==> config.mk <==
export PLATFORM = sky130hd
export DESIGN_NAME = stereo_crossfeed_filter_unit_flat
export DESIGN_NICKNAME = d
export VERILOG_FILES = /design/src/design/scfu_pkg.sv /design/src/design/scfu_if.sv /design/src/design/scfu_sequencer.sv /design/src/design/scfu_datapath.sv /design/src/design/stereo_crossfeed_filter_unit.sv /design/src/flat_wrapper.sv
export SDC_FILE = /design/constraint.sdc
export NUM_CORES = 2
export LEC_CHECK = 0
export BUFFER_PORTS_ARGS = -buffer_cell sky130_fd_sc_hd__buf_2
export CAP_MARGIN = 10
export CORE_ASPECT_RATIO = 1.25
export CORE_MARGIN = 5
export CORE_UTILIZATION = 35
export CTS_CLUSTER_DIAMETER = 60
export CTS_CLUSTER_SIZE = 24
export DETAILED_ROUTE_END_ITERATION = 8
export SLEW_MARGIN = 30
export SYNTH_ARGS = -nofsm -noshare
export SYNTH_HDL_FRONTEND = slang
export SYNTH_SLANG_ARGS = --single-unit
==> constraint.sdc <==
create_clock -name clock -period 13.5 [get_ports clock]
set_input_delay 1.35 -clock clock [delete_from_list [all_inputs] [get_ports clock]]
set_output_delay 1.35 -clock clock [all_outputs]
set_load 0.01 [all_outputs]
==> src/design/scfu_pkg.sv <==
// ----------------------------------------------------------------------------
// scfu_pkg: shared types, constants and microprogram for the crossfeed filter
// Holds field widths, register indexes, datapath select codes, the control
// word layout and the read-only microprogram that sequences one item.
// ----------------------------------------------------------------------------
package scfu_pkg;

   // Default parameter values
   localparam int NUM_PAIRS_DEF = 4;
   localparam int FRAC_BITS_DEF = 28;

   // Field widths
   localparam int SAMPLE_W = 32;
   localparam int PAIR_W   = 2;
   localparam int GAIN_W   = 29;
   localparam int POLE_W   = 29;
   localparam int COEF_W   = 30;
   localparam int MASK_W   = 4;
   localparam int PROD_W   = COEF_W + SAMPLE_W;

   // Configuration port
   localparam int CSR_DATA_W = 30;
   localparam int CSR_IDX_W  = 3;
   localparam logic [CSR_IDX_W-1:0] CSR_LOWPASS_GAIN  = 3'd0;
   localparam logic [CSR_IDX_W-1:0] CSR_LOWPASS_POLE  = 3'd1;
   localparam logic [CSR_IDX_W-1:0] CSR_ALLPASS_COEFF = 3'd2;
   localparam logic [CSR_IDX_W-1:0] CSR_CROSSFEED_ON  = 3'd3;
   localparam logic [CSR_IDX_W-1:0] CSR_PAIR_ENABLE   = 3'd4;

   // Multiplier coefficient operand
   localparam logic [1:0] ASEL_GAIN = 2'd0;
   localparam logic [1:0] ASEL_POLE = 2'd1;
   localparam logic [1:0] ASEL_AP   = 2'd2;

   // Multiplier sample operand
   localparam logic [2:0] BSEL_IN_L  = 3'd0;
   localparam logic [2:0] BSEL_IN_R  = 3'd1;
   localparam logic [2:0] BSEL_LPS_L = 3'd2;
   localparam logic [2:0] BSEL_LPS_R = 3'd3;
   localparam logic [2:0] BSEL_LP_L  = 3'd4;
   localparam logic [2:0] BSEL_LP_R  = 3'd5;
   localparam logic [2:0] BSEL_AP_L  = 3'd6;
   localparam logic [2:0] BSEL_AP_R  = 3'd7;

   // Operation applied to the product registered in the previous step
   localparam logic [3:0] OP_NOP    = 4'd0;
   localparam logic [3:0] OP_LOAD_T = 4'd1;
   localparam logic [3:0] OP_LP_L   = 4'd2;
   localparam logic [3:0] OP_LP_R   = 4'd3;
   localparam logic [3:0] OP_AP_L   = 4'd4;
   localparam logic [3:0] OP_AP_R   = 4'd5;
   localparam logic [3:0] OP_APS_L  = 4'd6;
   localparam logic [3:0] OP_FINISH = 4'd7;
   localparam logic [3:0] OP_PASS   = 4'd8;

   localparam int STEP_W = 4;
   localparam logic [STEP_W-1:0] STEP_PASS = 4'd9;

   typedef struct packed {
      logic [1:0]        a_sel;
      logic [2:0]        b_sel;
      logic [3:0]        op;
      logic              jmp_bypass;
      logic [STEP_W-1:0] target;
      logic              done;
   } ucode_type;

   typedef struct packed {
      ucode_type word;
      logic      active;
      logic      commit;
   } ctrl_type;

   typedef struct packed {
      logic [GAIN_W-1:0] gain;
      logic [POLE_W-1:0] pole;
      logic [COEF_W-1:0] ap_coeff;
      logic              on;
      logic [MASK_W-1:0] mask;
   } cfg_type;

   typedef struct packed {
      logic [PAIR_W-1:0]   pair_index;
      logic [SAMPLE_W-1:0] left_sample;
      logic [SAMPLE_W-1:0] right_sample;
      logic                pair_blocked;
   } item_type;

   typedef struct packed {
      logic [SAMPLE_W-1:0] left_out;
      logic [SAMPLE_W-1:0] right_out;
      logic                applied;
   } result_type;

   localparam ucode_type UCODE_NOP = '{ASEL_GAIN, BSEL_IN_L, OP_NOP, 1'b0, '0, 1'b0};

   // Microprogram. Each step issues one product and applies an operation to
   // the product issued by the step before it. The finishing step reissues
   // the last product so the registered product holds while that step waits.
   function automatic ucode_type ucode_rom(input logic [STEP_W-1:0] step);
      ucode_type w;
      w = UCODE_NOP;
      unique case (step)
         4'd0: w = '{ASEL_GAIN, BSEL_IN_L,  OP_NOP,    1'b1, STEP_PASS, 1'b0};
         4'd1: w = '{ASEL_POLE, BSEL_LPS_L, OP_LOAD_T, 1'b0, '0, 1'b0};
         4'd2: w = '{ASEL_GAIN, BSEL_IN_R,  OP_LP_L,   1'b0, '0, 1'b0};
         4'd3: w = '{ASEL_POLE, BSEL_LPS_R, OP_LOAD_T, 1'b0, '0, 1'b0};
         4'd4: w = '{ASEL_AP,   BSEL_LP_L,  OP_LP_R,   1'b0, '0, 1'b0};
         4'd5: w = '{ASEL_AP,   BSEL_LP_R,  OP_AP_L,   1'b0, '0, 1'b0};
         4'd6: w = '{ASEL_AP,   BSEL_AP_L,  OP_AP_R,   1'b0, '0, 1'b0};
         4'd7: w = '{ASEL_AP,   BSEL_AP_R,  OP_APS_L,  1'b0, '0, 1'b0};
         4'd8: w = '{ASEL_AP,   BSEL_AP_R,  OP_FINISH, 1'b0, '0, 1'b1};
         4'd9: w = '{ASEL_GAIN, BSEL_IN_L,  OP_PASS,   1'b0, '0, 1'b1};
         default: w = '{ASEL_GAIN, BSEL_IN_L, OP_NOP, 1'b0, '0, 1'b1};
      endcase
      return w;
   endfunction

endpackage

==> src/design/scfu_if.sv <==
// ----------------------------------------------------------------------------
// scfu_if: valid/ready channel interfaces for the crossfeed filter
// One interface for the sample-pair request channel and one for the result.
// ----------------------------------------------------------------------------
interface scfu_req_if;
   logic                                valid;
   logic                                ready;
   logic [scfu_pkg::PAIR_W-1:0]         pair_index;
   logic signed [scfu_pkg::SAMPLE_W-1:0] left_sample;
   logic signed [scfu_pkg::SAMPLE_W-1:0] right_sample;
   logic                                pair_blocked;

   modport source (output valid, pair_index, left_sample, right_sample, pair_blocked,
                   input ready);
   modport sink (input valid, pair_index, left_sample, right_sample, pair_blocked,
                 output ready);
endinterface

interface scfu_rsp_if;
   logic                                valid;
   logic                                ready;
   logic signed [scfu_pkg::SAMPLE_W-1:0] left_out;
   logic signed [scfu_pkg::SAMPLE_W-1:0] right_out;
   logic                                applied;

   modport source (output valid, left_out, right_out, applied, input ready);
   modport sink (input valid, left_out, right_out, applied, output ready);
endinterface

==> src/design/scfu_sequencer.sv <==
// ----------------------------------------------------------------------------
// scfu_sequencer: step counter and microprogram fetch
// Walks the read-only microprogram for one item, takes the bypass jump,
// and holds on a final step while the result register is still full.
// ----------------------------------------------------------------------------
module scfu_sequencer (
   input  logic               clock,
   input  logic               reset,
   input  logic               start,
   input  logic               bypass,
   input  logic               hold,
   output scfu_pkg::ctrl_type ctrl,
   output logic               busy
);

   logic                          busy_ff, busy_in;
   logic [scfu_pkg::STEP_W-1:0]   step_ff, step_in;
   scfu_pkg::ucode_type           word;
   logic                          advance;

   always_comb begin
      word    = scfu_pkg::ucode_rom(step_ff);
      advance = busy_ff && !(word.done && hold);
   end

   always_comb begin
      busy_in = busy_ff;
      step_in = step_ff;
      priority if (start) begin
         busy_in = 1'b1;
         step_in = '0;
      end else if (advance) begin
         priority if (word.jmp_bypass && bypass) begin
            step_in = word.target;
         end else if (word.done) begin
            busy_in = 1'b0;
         end else begin
            step_in = step_ff + 1'b1;
         end
      end else begin
         busy_in = busy_ff;
      end
   end

   always_ff @(posedge clock) begin
      if (reset) begin
         busy_ff <= 1'b0;
         step_ff <= '0;
      end else begin
         busy_ff <= busy_in;
         step_ff <= step_in;
      end
   end

   always_comb begin
      ctrl.word   = busy_ff ? word : scfu_pkg::UCODE_NOP;
      ctrl.active = busy_ff;
      ctrl.commit = busy_ff && word.done && !hold;
   end

   assign busy = busy_ff;

endmodule

==> src/design/scfu_datapath.sv <==
// ----------------------------------------------------------------------------
// scfu_datapath: shared multiplier, working registers and per-pair state
// One Q-format multiplier with a registered product, an adder stage driven
// by the control word, and the four filter state arrays.
// ----------------------------------------------------------------------------
module scfu_datapath #(
   parameter int NumPairs = scfu_pkg::NUM_PAIRS_DEF,
   parameter int FracBits = scfu_pkg::FRAC_BITS_DEF
) (
   input  logic                 clock,
   input  logic                 reset,
   input  logic                 start,
   input  scfu_pkg::item_type   item,
   input  scfu_pkg::cfg_type    cfg,
   input  scfu_pkg::ctrl_type   ctrl,
   output logic                 bypass,
   output scfu_pkg::result_type result
);

   localparam int SW    = scfu_pkg::SAMPLE_W;
   localparam int PairW = (NumPairs > 1) ? $clog2(NumPairs) : 1;
   localparam int IdxW  = (PairW > scfu_pkg::PAIR_W) ? PairW : scfu_pkg::PAIR_W;

   scfu_pkg::item_type item_ff;

   logic [SW-1:0] p_ff, t_ff, lpl_ff, lpr_ff, apl_ff, apr_ff;
   logic [SW-1:0] p_in, t_in, lpl_in, lpr_in, apl_in, apr_in;

   logic [SW-1:0] lps_l_ff [NumPairs];
   logic [SW-1:0] lps_r_ff [NumPairs];
   logic [SW-1:0] aps_l_ff [NumPairs];
   logic [SW-1:0] aps_r_ff [NumPairs];

   logic [IdxW-1:0]  pair_wide;
   logic [PairW-1:0] idx;
   logic             pair_ok;

   logic signed [scfu_pkg::COEF_W-1:0] mul_a;
   logic signed [SW-1:0]               mul_b;
   logic signed [scfu_pkg::PROD_W-1:0] prod;

   logic          we_lps_l, we_lps_r, we_aps_l, we_aps_r, clr;
   logic [SW-1:0] aps_l_wdata, aps_r_wdata;

   // Hold the accepted item for the whole program
   always_ff @(posedge clock) begin
      if (start) begin
         item_ff <= item;
      end
   end

   always_comb begin
      pair_wide = IdxW'(item_ff.pair_index);
      idx       = pair_wide[PairW-1:0];
      pair_ok   = int'(item_ff.pair_index) < NumPairs;
      bypass    = !(cfg.on && cfg.mask[item_ff.pair_index] && !item_ff.pair_blocked
                    && pair_ok);
   end

   // Operand select and shared multiplier
   always_comb begin
      unique case (ctrl.word.a_sel)
         scfu_pkg::ASEL_GAIN: mul_a = $signed({1'b0, cfg.gain});
         scfu_pkg::ASEL_POLE: mul_a = $signed({1'b0, cfg.pole});
         scfu_pkg::ASEL_AP:   mul_a = $signed(cfg.ap_coeff);
         default:             mul_a = '0;
      endcase
      unique case (ctrl.word.b_sel)
         scfu_pkg::BSEL_IN_L:  mul_b = $signed(item_ff.left_sample);
         scfu_pkg::BSEL_IN_R:  mul_b = $signed(item_ff.right_sample);
         scfu_pkg::BSEL_LPS_L: mul_b = $signed(lps_l_ff[idx]);
         scfu_pkg::BSEL_LPS_R: mul_b = $signed(lps_r_ff[idx]);
         scfu_pkg::BSEL_LP_L:  mul_b = $signed(lpl_ff);
         scfu_pkg::BSEL_LP_R:  mul_b = $signed(lpr_ff);
         scfu_pkg::BSEL_AP_L:  mul_b = $signed(apl_ff);
         scfu_pkg::BSEL_AP_R:  mul_b = $signed(apr_ff);
         default:              mul_b = '0;
      endcase
      prod = scfu_pkg::PROD_W'(mul_a) * scfu_pkg::PROD_W'(mul_b);
      // floor divide by 2^FracBits, keep the low word
      p_in = prod[FracBits+SW-1:FracBits];
   end

   // Adder stage on the product of the previous step
   always_comb begin
      t_in        = t_ff;
      lpl_in      = lpl_ff;
      lpr_in      = lpr_ff;
      apl_in      = apl_ff;
      apr_in      = apr_ff;
      aps_l_wdata = lpl_ff - p_ff;
      aps_r_wdata = lpr_ff - p_ff;
      we_lps_l    = 1'b0;
      we_lps_r    = 1'b0;
      we_aps_l    = 1'b0;
      we_aps_r    = 1'b0;
      clr         = 1'b0;
      unique case (ctrl.word.op)
         scfu_pkg::OP_NOP: begin
            t_in = t_ff;
         end
         scfu_pkg::OP_LOAD_T: begin
            t_in = p_ff;
         end
         scfu_pkg::OP_LP_L: begin
            lpl_in   = t_ff + p_ff;
            we_lps_l = 1'b1;
         end
         scfu_pkg::OP_LP_R: begin
            lpr_in   = t_ff + p_ff;
            we_lps_r = 1'b1;
         end
         scfu_pkg::OP_AP_L: begin
            apl_in = p_ff + aps_l_ff[idx];
         end
         scfu_pkg::OP_AP_R: begin
            apr_in = p_ff + aps_r_ff[idx];
         end
         scfu_pkg::OP_APS_L: begin
            we_aps_l = 1'b1;
         end
         scfu_pkg::OP_FINISH: begin
            we_aps_r = ctrl.commit;
         end
         scfu_pkg::OP_PASS: begin
            clr = ctrl.commit && pair_ok;
         end
         default: begin
            t_in = t_ff;
         end
      endcase
   end

   always_ff @(posedge clock) begin
      p_ff   <= p_in;
      t_ff   <= t_in;
      lpl_ff <= lpl_in;
      lpr_ff <= lpr_in;
      apl_ff <= apl_in;
      apr_ff <= apr_in;
   end

   // Per-pair filter state, zero after reset
   always_ff @(posedge clock) begin
      if (reset) begin
         for (int i = 0; i < NumPairs; i++) begin
            lps_l_ff[i] <= '0;
            lps_r_ff[i] <= '0;
            aps_l_ff[i] <= '0;
            aps_r_ff[i] <= '0;
         end
      end else if (clr) begin
         lps_l_ff[idx] <= '0;
         lps_r_ff[idx] <= '0;
         aps_l_ff[idx] <= '0;
         aps_r_ff[idx] <= '0;
      end else begin
         if (we_lps_l) begin
            lps_l_ff[idx] <= lpl_in;
         end
         if (we_lps_r) begin
            lps_r_ff[idx] <= lpr_in;
         end
         if (we_aps_l) begin
            aps_l_ff[idx] <= aps_l_wdata;
         end
         if (we_aps_r) begin
            aps_r_ff[idx] <= aps_r_wdata;
         end
      end
   end

   always_comb begin
      if (ctrl.word.op == scfu_pkg::OP_FINISH) begin
         result.left_out  = item_ff.left_sample - lpl_ff + apr_ff;
         result.right_out = item_ff.right_sample - lpr_ff + apl_ff;
         result.applied   = 1'b1;
      end else begin
         result.left_out  = item_ff.left_sample;
         result.right_out = item_ff.right_sample;
         result.applied   = 1'b0;
      end
   end

endmodule

==> src/design/stereo_crossfeed_filter_unit.sv <==
// ----------------------------------------------------------------------------
// stereo_crossfeed_filter_unit: microcoded stereo crossfeed filter
// Lowpass plus all-pass crossfeed on one stereo sample pair per item, with
// filter state kept per output pair and coefficients shared by all pairs.
//
//   Channel   Dir   Handshake          Carries
//   req_chan  in    valid/ready        pair_index, left/right sample, blocked
//   rsp_chan  out   valid/ready        left_out, right_out, applied
//   csr_*     in    write enable only  index, data (no read-back)
//
// A crossfeed item runs nine microprogram steps on one shared multiplier
// (eight products and a finishing add); a passthrough item skips to the
// pass step. No new item is taken until the current one is done. Reset
// is synchronous and clears the sequencer, the result valid flag, the
// configuration registers and every pair's filter state. A full result
// register stalls the program only on its final step; the next item is
// taken as soon as that step has written the result register.
// ----------------------------------------------------------------------------
module stereo_crossfeed_filter_unit #(
   parameter int NUM_PAIRS = scfu_pkg::NUM_PAIRS_DEF,
   parameter int FRAC_BITS = scfu_pkg::FRAC_BITS_DEF
) (
   input  logic                               clock,
   input  logic                               reset,
   scfu_req_if.sink                           req_chan,
   scfu_rsp_if.source                         rsp_chan,
   input  logic                               csr_write_enable,
   input  logic [scfu_pkg::CSR_IDX_W-1:0]     csr_index,
   input  logic [scfu_pkg::CSR_DATA_W-1:0]    csr_write_data
);

   scfu_pkg::cfg_type    cfg_ff, cfg_in;
   scfu_pkg::item_type   item;
   scfu_pkg::ctrl_type   ctrl;
   scfu_pkg::result_type result, rsp_ff, rsp_in;
   logic                 rsp_valid_ff, rsp_valid_in;
   logic                 busy, start, bypass, hold;

   // Configuration registers; write them only while the block is idle
   always_comb begin
      cfg_in = cfg_ff;
      if (csr_write_enable) begin
         unique case (csr_index)
            scfu_pkg::CSR_LOWPASS_GAIN:  cfg_in.gain     = csr_write_data[scfu_pkg::GAIN_W-1:0];
            scfu_pkg::CSR_LOWPASS_POLE:  cfg_in.pole     = csr_write_data[scfu_pkg::POLE_W-1:0];
            scfu_pkg::CSR_ALLPASS_COEFF: cfg_in.ap_coeff = csr_write_data[scfu_pkg::COEF_W-1:0];
            scfu_pkg::CSR_CROSSFEED_ON:  cfg_in.on       = csr_write_data[0];
            scfu_pkg::CSR_PAIR_ENABLE:   cfg_in.mask     = csr_write_data[scfu_pkg::MASK_W-1:0];
            default:                     cfg_in          = cfg_ff;
         endcase
      end
   end

   always_ff @(posedge clock) begin
      if (reset) begin
         cfg_ff.gain     <= '0;
         cfg_ff.pole     <= '0;
         // all-pass coefficient resets to one, which passes through
         cfg_ff.ap_coeff <= scfu_pkg::COEF_W'(64'd1 << FRAC_BITS);
         cfg_ff.on       <= 1'b0;
         cfg_ff.mask     <= '0;
      end else begin
         cfg_ff <= cfg_in;
      end
   end

   // Input side: take a new item whenever the sequencer is free
   assign req_chan.ready = !busy;
   assign start          = req_chan.valid && !busy;

   always_comb begin
      item.pair_index   = req_chan.pair_index;
      item.left_sample  = req_chan.left_sample;
      item.right_sample = req_chan.right_sample;
      item.pair_blocked = req_chan.pair_blocked;
   end

   // Stall the final step while an older result is still waiting
   assign hold = rsp_valid_ff && !rsp_chan.ready;

   scfu_sequencer u_sequencer (
      .clock  (clock),
      .reset  (reset),
      .start  (start),
      .bypass (bypass),
      .hold   (hold),
      .ctrl   (ctrl),
      .busy   (busy)
   );

   scfu_datapath #(
      .NumPairs (NUM_PAIRS),
      .FracBits (FRAC_BITS)
   ) u_datapath (
      .clock  (clock),
      .reset  (reset),
      .start  (start),
      .item   (item),
      .cfg    (cfg_ff),
      .ctrl   (ctrl),
      .bypass (bypass),
      .result (result)
   );

   // Result register: load on commit, drop once the sink takes it
   always_comb begin
      rsp_in       = rsp_ff;
      rsp_valid_in = rsp_valid_ff && !rsp_chan.ready;
      if (ctrl.commit) begin
         rsp_in       = result;
         rsp_valid_in = 1'b1;
      end
   end

   always_ff @(posedge clock) begin
      if (reset) begin
         rsp_valid_ff <= 1'b0;
      end else begin
         rsp_valid_ff <= rsp_valid_in;
      end
   end

   always_ff @(posedge clock) begin
      rsp_ff <= rsp_in;
   end

   assign rsp_chan.valid     = rsp_valid_ff;
   assign rsp_chan.left_out  = rsp_ff.left_out;
   assign rsp_chan.right_out = rsp_ff.right_out;
   assign rsp_chan.applied   = rsp_ff.applied;

endmodule
==> src/flat_wrapper.sv <==
// flat-port wrapper written by rule: the top's interface ports become plain ports
module stereo_crossfeed_filter_unit_flat 
#(
   parameter int NUM_PAIRS = scfu_pkg::NUM_PAIRS_DEF,
   parameter int FRAC_BITS = scfu_pkg::FRAC_BITS_DEF
)
  (clock, reset, csr_write_enable, csr_index, csr_write_data, req_chan_valid, req_chan_pair_index, req_chan_left_sample, req_chan_right_sample, req_chan_pair_blocked, req_chan_ready, rsp_chan_valid, rsp_chan_left_out, rsp_chan_right_out, rsp_chan_applied, rsp_chan_ready);
  scfu_req_if req_chan_i ();
  scfu_rsp_if rsp_chan_i ();
  input  logic clock;
  input  logic reset;
  input  logic csr_write_enable;
  input  logic [scfu_pkg::CSR_IDX_W-1:0] csr_index;
  input  logic [scfu_pkg::CSR_DATA_W-1:0] csr_write_data;
  input wire logic [$bits(req_chan_i.valid)-1:0] req_chan_valid;
  input wire logic [$bits(req_chan_i.pair_index)-1:0] req_chan_pair_index;
  input wire logic [$bits(req_chan_i.left_sample)-1:0] req_chan_left_sample;
  input wire logic [$bits(req_chan_i.right_sample)-1:0] req_chan_right_sample;
  input wire logic [$bits(req_chan_i.pair_blocked)-1:0] req_chan_pair_blocked;
  output wire logic [$bits(req_chan_i.ready)-1:0] req_chan_ready;
  output wire logic [$bits(rsp_chan_i.valid)-1:0] rsp_chan_valid;
  output wire logic [$bits(rsp_chan_i.left_out)-1:0] rsp_chan_left_out;
  output wire logic [$bits(rsp_chan_i.right_out)-1:0] rsp_chan_right_out;
  output wire logic [$bits(rsp_chan_i.applied)-1:0] rsp_chan_applied;
  input wire logic [$bits(rsp_chan_i.ready)-1:0] rsp_chan_ready;
  assign req_chan_i.valid = req_chan_valid;
  assign req_chan_i.pair_index = req_chan_pair_index;
  assign req_chan_i.left_sample = req_chan_left_sample;
  assign req_chan_i.right_sample = req_chan_right_sample;
  assign req_chan_i.pair_blocked = req_chan_pair_blocked;
  assign req_chan_ready = req_chan_i.ready;
  assign rsp_chan_valid = rsp_chan_i.valid;
  assign rsp_chan_left_out = rsp_chan_i.left_out;
  assign rsp_chan_right_out = rsp_chan_i.right_out;
  assign rsp_chan_applied = rsp_chan_i.applied;
  assign rsp_chan_i.ready = rsp_chan_ready;
  stereo_crossfeed_filter_unit #(.NUM_PAIRS(NUM_PAIRS), .FRAC_BITS(FRAC_BITS)) u_core (.clock(clock), .reset(reset), .req_chan(req_chan_i), .rsp_chan(rsp_chan_i), .csr_write_enable(csr_write_enable), .csr_index(csr_index), .csr_write_data(csr_write_data));
endmodule
==> After elaboration in Yosys (flattened, before gate mapping) <==
Memory sizes are Yosys's and may differ from the RTL's. A register that Yosys moved wholly into a read port is not among the register bits.
Cells that the tools add are included.
{ "totals": {"ff_bits": 423, "ramBits": 512, "rom_bits": 208, "inputBits": 105, "output_inout_bits": 67, "wordCells": 160, "memories": 5} }
{ "classes": {"n_addsub": 10, "n_mul": 1, "n_lt_le_gt_ge": 1, "eq_ne": 23, "mux": 63, "n_bitwise": 4, "reduce_logical": 32} }
{ "mem_list": {"columns": ["name", "depth", "width", "rd", "rd_clocked_by_memory_dff", "write_ports", "line_no", "rtl"], "rows": [
  ["(no name shown)", 16, 13, 1, 1, 0, "scfu_pkg.sv:103", "unique case (step)"],
  ["u_core.u_datapath.aps_l_ff", 4, 32, 1, 1, 4, "scfu_datapath.sv:31", "logic [SW-1:0] aps_l_ff [NumPairs];"],
  ["u_core.u_datapath.aps_r_ff", 4, 32, 1, 1, 4, "scfu_datapath.sv:32", "logic [SW-1:0] aps_r_ff [NumPairs];"],
  ["u_core.u_datapath.lps_l_ff", 4, 32, 1, 1, 4, "scfu_datapath.sv:29", "logic [SW-1:0] lps_l_ff [NumPairs];"],
  ["u_core.u_datapath.lps_r_ff", 4, 32, 1, 1, 4, "scfu_datapath.sv:30", "logic [SW-1:0] lps_r_ff [NumPairs];"]
]} }
{ "op_table": {"columns": ["cell", "count"], "rows": [
  ["$mux W32", 10],
  ["$pmux W32 S8", 1],
  ["$add A32 B32 Y32", 5],
  ["$reduce_or A32 Y1", 4],
  ["$sub A32 B32 Y32", 4],
  ["$pmux W30 S3", 1],
  ["$mux W65", 1],
  ["$mul A30 B32 Y60", 1],
  ["$mux W1", 36],
  ["$eq A4 B3 Y1 const B", 4],
  ["$mux W2", 8],
  ["$mux W4", 4],
  ["$eq A3 B3 Y1 const B", 5],
  ["$mux W15", 1],
  ["$eq A3 B2 Y1 const B", 4],
  ["$reduce_and A2 Y1", 6],
  ["$logic_and A1 B1 Y1", 9],
  ["$eq A4 B2 Y1 const B", 2],
  ["$eq A3 B1 Y1 const B", 2],
  ["$logic_not A1 Y1", 6],
  ["$logic_not A3 Y1", 2],
  ["$add A4 B1 Y4 const B", 1],
  ["$eq A4 B1 Y1 const B", 1],
  ["$eq A4 B4 Y1 const B", 1],
  ["other kinds (10)", 15]
]} }

==> Logic depth before layout (Yosys ltp) <==
{ "depth": {"word_depth": 12, "ltp_mapped": 39, "mapped_depth_nobuf": 34} }

==> Hierarchy <==
From an unflattened synthesis, not the netlist that was laid out.
{ "unflattened": {"hier_cells": 8063, "area_unflattened_um2": 82745.6} }
{ "modules_own_cells": {"columns": ["mod", "n_inst", "cells_each", "area_each_um2", "seq_area_each_um2"], "rows": [
  ["scfu_datapath", 1, 7569, 76194.3, 22231.3],
  ["stereo_crossfeed_filter_unit", 1, 412, 5781.8, 3833.7],
  ["scfu_sequencer", 1, 82, 769.5, 300.3]
]} }

==> Least setup slack after synthesis <==
Ideal clock, no wire load.
{ "synth_path": {"path_type": "register to register", "from": "reg (tool-made name)", "to": "reg u_core.u_datapath.p_ff[23]", "setup_time_ps": 72, "arrival_ps": 9650, "t_required_ps": 13428, "setup_slack_ps": 3778, "stages_incl_launch_ff": 38, "n_path_buf": 5, "synth_period_minus_slack_ps": 9722, "path_cell_list": "dfxtp_1 > buf_6 > buf_2 > buf_1 > mux4_2 > a22oi_1 > and3_1 > clkbuf_1 > clkbuf_1 > nor2_1 > fa_1 > inv_1 > fa_1 > inv_1 > fa_1 > inv_1 > fa_1 > inv_1 > [2 not listed] > fa_1 > inv_1 > fa_1 > inv_1 > ha_1 > a21o_1 > a211o_1 > a31oi_1 > nor3_1 > o21ai_0 > nand3_2 > a21oi_4 > o31ai_2 > a221oi_2 > nor2_1 > a2111o_1 > a21oi_2 > xnor2_1"} }
{ "synth_rtl": {"columns": ["element", "line_no", "rtl"], "rows": [
  ["end signal: assignment", "scfu_datapath.sv:135", "p_ff <= p_in;"],
  ["end: declaration", "scfu_datapath.sv:26", "logic [SW-1:0] p_ff, t_ff, lpl_ff, lpr_ff, apl_ff, apr_ff;"]
]} }

==> flow_summary_export.csv <==
group,metric,value,unit
clocking,cts_tree,"yes",
critical_path,r2r_end,"u_core.u_datapath.p_ff[30]",
die,initial_utilization,0.352,
synth,postSynthNetCount,9562,
clocking,cts_setup_buffers,0,
timing,tns,0,ns
detailed_routing,wl,282000,um
clocking,insertion_delay,0.72,ns
die,die_h,549,um
clocking,cts-htree-levels,2,
critical_path,cp_max_fo,30,
timing,slew_headroom,0.230,
timing,finalHoldViolCount,0,
timing,fin_crit_sh,0.813,
critical_path,setup.worst_path.end,"u_core.u_datapath.p_ff[30]",
timing,clock.fmax,91.2,MHz
critical_path,critPathKind,"register to register",
clocking,cts_sinks,947,
min_path,whs_path_depth,2,
timing,tightest_slew,1.14,ns
detailed_routing,viasPerCell,5.36,
synth,synth_ff_type,"edfxtp_1",
timing,fin_crit,10.97,ns
synth,avgSynthCellArea,10.2,um2
detailed_routing,drc,0,
synth,ys_types,85,
timing,drv_slew,0,
clocking,cts_root_buffer,"clkbuf_16",
timing,finalSetupViolations,0,
detailed_routing,ant_nets,0,
final_layout,instances_no_fill,11200,
grt,first_global_vias,63800,
pwr,p_per_area,131,mW/mm2
clocking,clockBufferDepth,3,
die,rows,197,
synth,synthArstFlopShare,0,
critical_path,crit_required,14.06,ns
min_path,hold_path.class,"register to register",
critical_path,r2r_slack,2.53,ns
clocking,clk_transition_reported_paths,0.09,ns
grt,grt_max_degree,107,
critical_path,worstRegToRegCells,33,
critical_path,cp_slowest_cell,"dfxtp_4",
synth,synth_top_cell_area_share,0.273,
timing,rsz0062_at_grt,"no",
flow_run,drv_cap,0,
final_layout,drive_gt1_frac,0.0841,
final_layout,fin_nets,9612,
detailed_routing,drt_iter0_markers,5355,
timing,finalClockSkew,0.0449,ns
placement,port_buffers,171,
outcome,status,"finished clean",
synth,syn-cell-area,0.0813,mm2
die,coreArea,0.231,mm2
placement,place_congestion,0.980,
final_layout,fillers,22800,
grt,grt_pass1_wl,414000,um
clocking,cts_made_buffers,57,
clocking,postCtsHoldBufs,0,
placement,dp.cells,11100,
detailed_routing,first_pass_iters,8,
die,fp.dieW,441,um
grt,overflow,0,
synth,synth_top_cell_by_area,"edfxtp_1",
detailed_routing,routedWlPerCell,25.2,um
pwr,ir_drop,0.125,mV
die,ios,172,
critical_path,end_kind,"register",
detailed_routing,num_vias,60000,
grt,grt.total_usage,0.232,
die,dieArea,0.242,mm2
grt,antenna_found_initial,8,
placement,hpwl,222000,um
synth,synth_seq_cells,947,
critical_path,cpMostUsedCell,"fa_1",
critical_path,cp_slowest_stage_delay,0.80,ns
synth,synth_edf_count,740,
final_layout,multi_input_area,0.0483,mm2
critical_path,worst_ep_arrival_time,11.53,ns
synth,yosysWarnings,0,
pwr,leakagePower,40.0,nW
synth,syn-instance-count,8004,
critical_path,cp-start-kind,"register",
synth,ys_seq_area_frac,0.324,
clocking,post_cts_resized,0,
final_layout,area_growth,8.67,%
synth,synth_area_leaders,"edfxtp_1, fa_1, inv_1",
final_layout,seqCellArea,0.0264,mm2
critical path, delay by kind of cell, from the launching register on:
kind	cells	cell delay [ns]
AOI/OAI and AO/OA	9	2.32
muxes	1	0.57
adders and majority gates	9	4.27
DFF	1	0.80
buffers and inverters	7	0.91
and+or+nand+nor	7	1.89
cells in the mapped netlist, types with 12 or more instances:
cell type	number
a211o_1	12
o211ai_1	15
a22o_1	42
clkbuf_1	322
nor3_1	73
xor2_1	82
o21ai_0	191
mux2_2	19
o21a_1	35
ha_1	393
o21bai_1	24
and2_1	23
or2_2	16
and3_1	44
a222oi_1	59
xnor2_1	150
buf_1	24
a21oi_1	274
nor2_1	964
mux2i_1	22
nand2_1	966
dfxtp_1	207
fa_1	1060
nor2b_1	48
a21o_1	100
a211oi_1	25
or3_1	24
a31oi_1	27
o31ai_1	14
edfxtp_1	740
inv_1	1492
nand2b_1	89
a22oi_1	60
mux4_2	129
nand4_1	17
nand3_1	73
cells by family after synthesis:
family          after synthesis  synth area share
simple gates               2385             0.123
buf+inv                    1844            0.0853
fa+ha+maj                  1453             0.322
compound gates              973            0.0797
flops                       947             0.324
xor+xnor                    232            0.0250
mux                         170            0.0411
per-stage QoR:
stage	area, um2	worst slack, ns	hold slack, ns	total power [mW]	util
floorplan	81300	3.78	0.406	7.53	-
global placement	86200	2.34	0.441	9.40	0.374
detailed placement	86300	2.76	0.447	9.48	0.374
CTS	88300	2.73	0.461	11.5	0.383
global route	88300	1.90	0.483	12.2	0.383
finish	88300	2.53	0.460	11.6	0.383
power breakdown:
group          internal [mW]  total [mW]  switching (mW)
Sequential              3.43        3.91           0.484
Clock                  0.896        2.01            1.12
Combinational           2.11        5.65            3.54
worst min path at each step:
stage                                           from                          to  slack [ns]
after detailed placement           u_core.cfg_ff[41]           u_core.cfg_ff[41]        0.45
after CTS                          u_core.cfg_ff[41]           u_core.cfg_ff[41]        0.46
after global placement              u_core.cfg_ff[8]            u_core.cfg_ff[8]        0.44
final                              u_core.cfg_ff[31]           u_core.cfg_ff[31]        0.46
after global routing               u_core.cfg_ff[53]           u_core.cfg_ff[53]        0.48
after floorplan           u_core.u_datapath.p_ff[31]  u_core.u_datapath.t_ff[31]        0.41
cell type report:
type                            count  share of cell area
Multi-Input combinational cell   5213               0.547
Sequential cell                   947               0.299
Inverter                         1494              0.0635
Tap cell                         3084              0.0437
Timing Repair Buffer              341              0.0242
Clock buffer                       75              0.0177
Clock inverter                     30             0.00487
Antenna cell                        9            0.000255
per-layer routing:
metal | track usage | vias up | part of all wire | routed length [um]
met5 | 0 | - | 0 | 0
met4 | 0.171 | 0 | 0.095 | 26700
met3 | 0.0286 | 905 | 0.067 | 19000
met2 | 0.403 | 2698 | 0.49 | 139000
met1 | 0.261 | 30600 | 0.35 | 97500
li1 | - | 25800 | - | -
placed cells by master (no fill, tap or decap), types with 72 or more instances in the layout:
master,instances
a21o_1,100
a21oi_1,271
buf_2,172
buf_4,166
dfxtp_1,204
edfxtp_1,740
fa_1,1060
ha_1,393
inv_1,1492
mux4_2,129
nand2_1,965
nand2b_1,86
nor2_1,959
nor3_1,72
o21ai_0,190
xnor2_1,145
xor2_1,78
state kept, by name (all words and copies together) (netlist names), named ones only:
name                        count
u_core.cfg_ff                  93
u_core.rsp_chan.applied         1
u_core.rsp_chan.left_out       32
u_core.rsp_chan.right_out      32
u_core.rsp_chan.valid           1
u_core.u_datapath.apl_ff       32
u_core.u_datapath.apr_ff       32
u_core.u_datapath.aps_l_ff    128
u_core.u_datapath.aps_r_ff    128
u_core.u_datapath.idx           2
u_core.u_datapath.item_ff      65
u_core.u_datapath.lpl_ff       32
u_core.u_datapath.lpr_ff       32
u_core.u_datapath.lps_l_ff    128
u_core.u_datapath.lps_r_ff    128
u_core.u_datapath.p_ff         32
u_core.u_datapath.t_ff         32
u_core.u_sequencer.busy         1
u_core.u_sequencer.step_ff      4
u_core.u_sequencer.word        10
No activity file was read; power rests on OpenSTA's default activity.
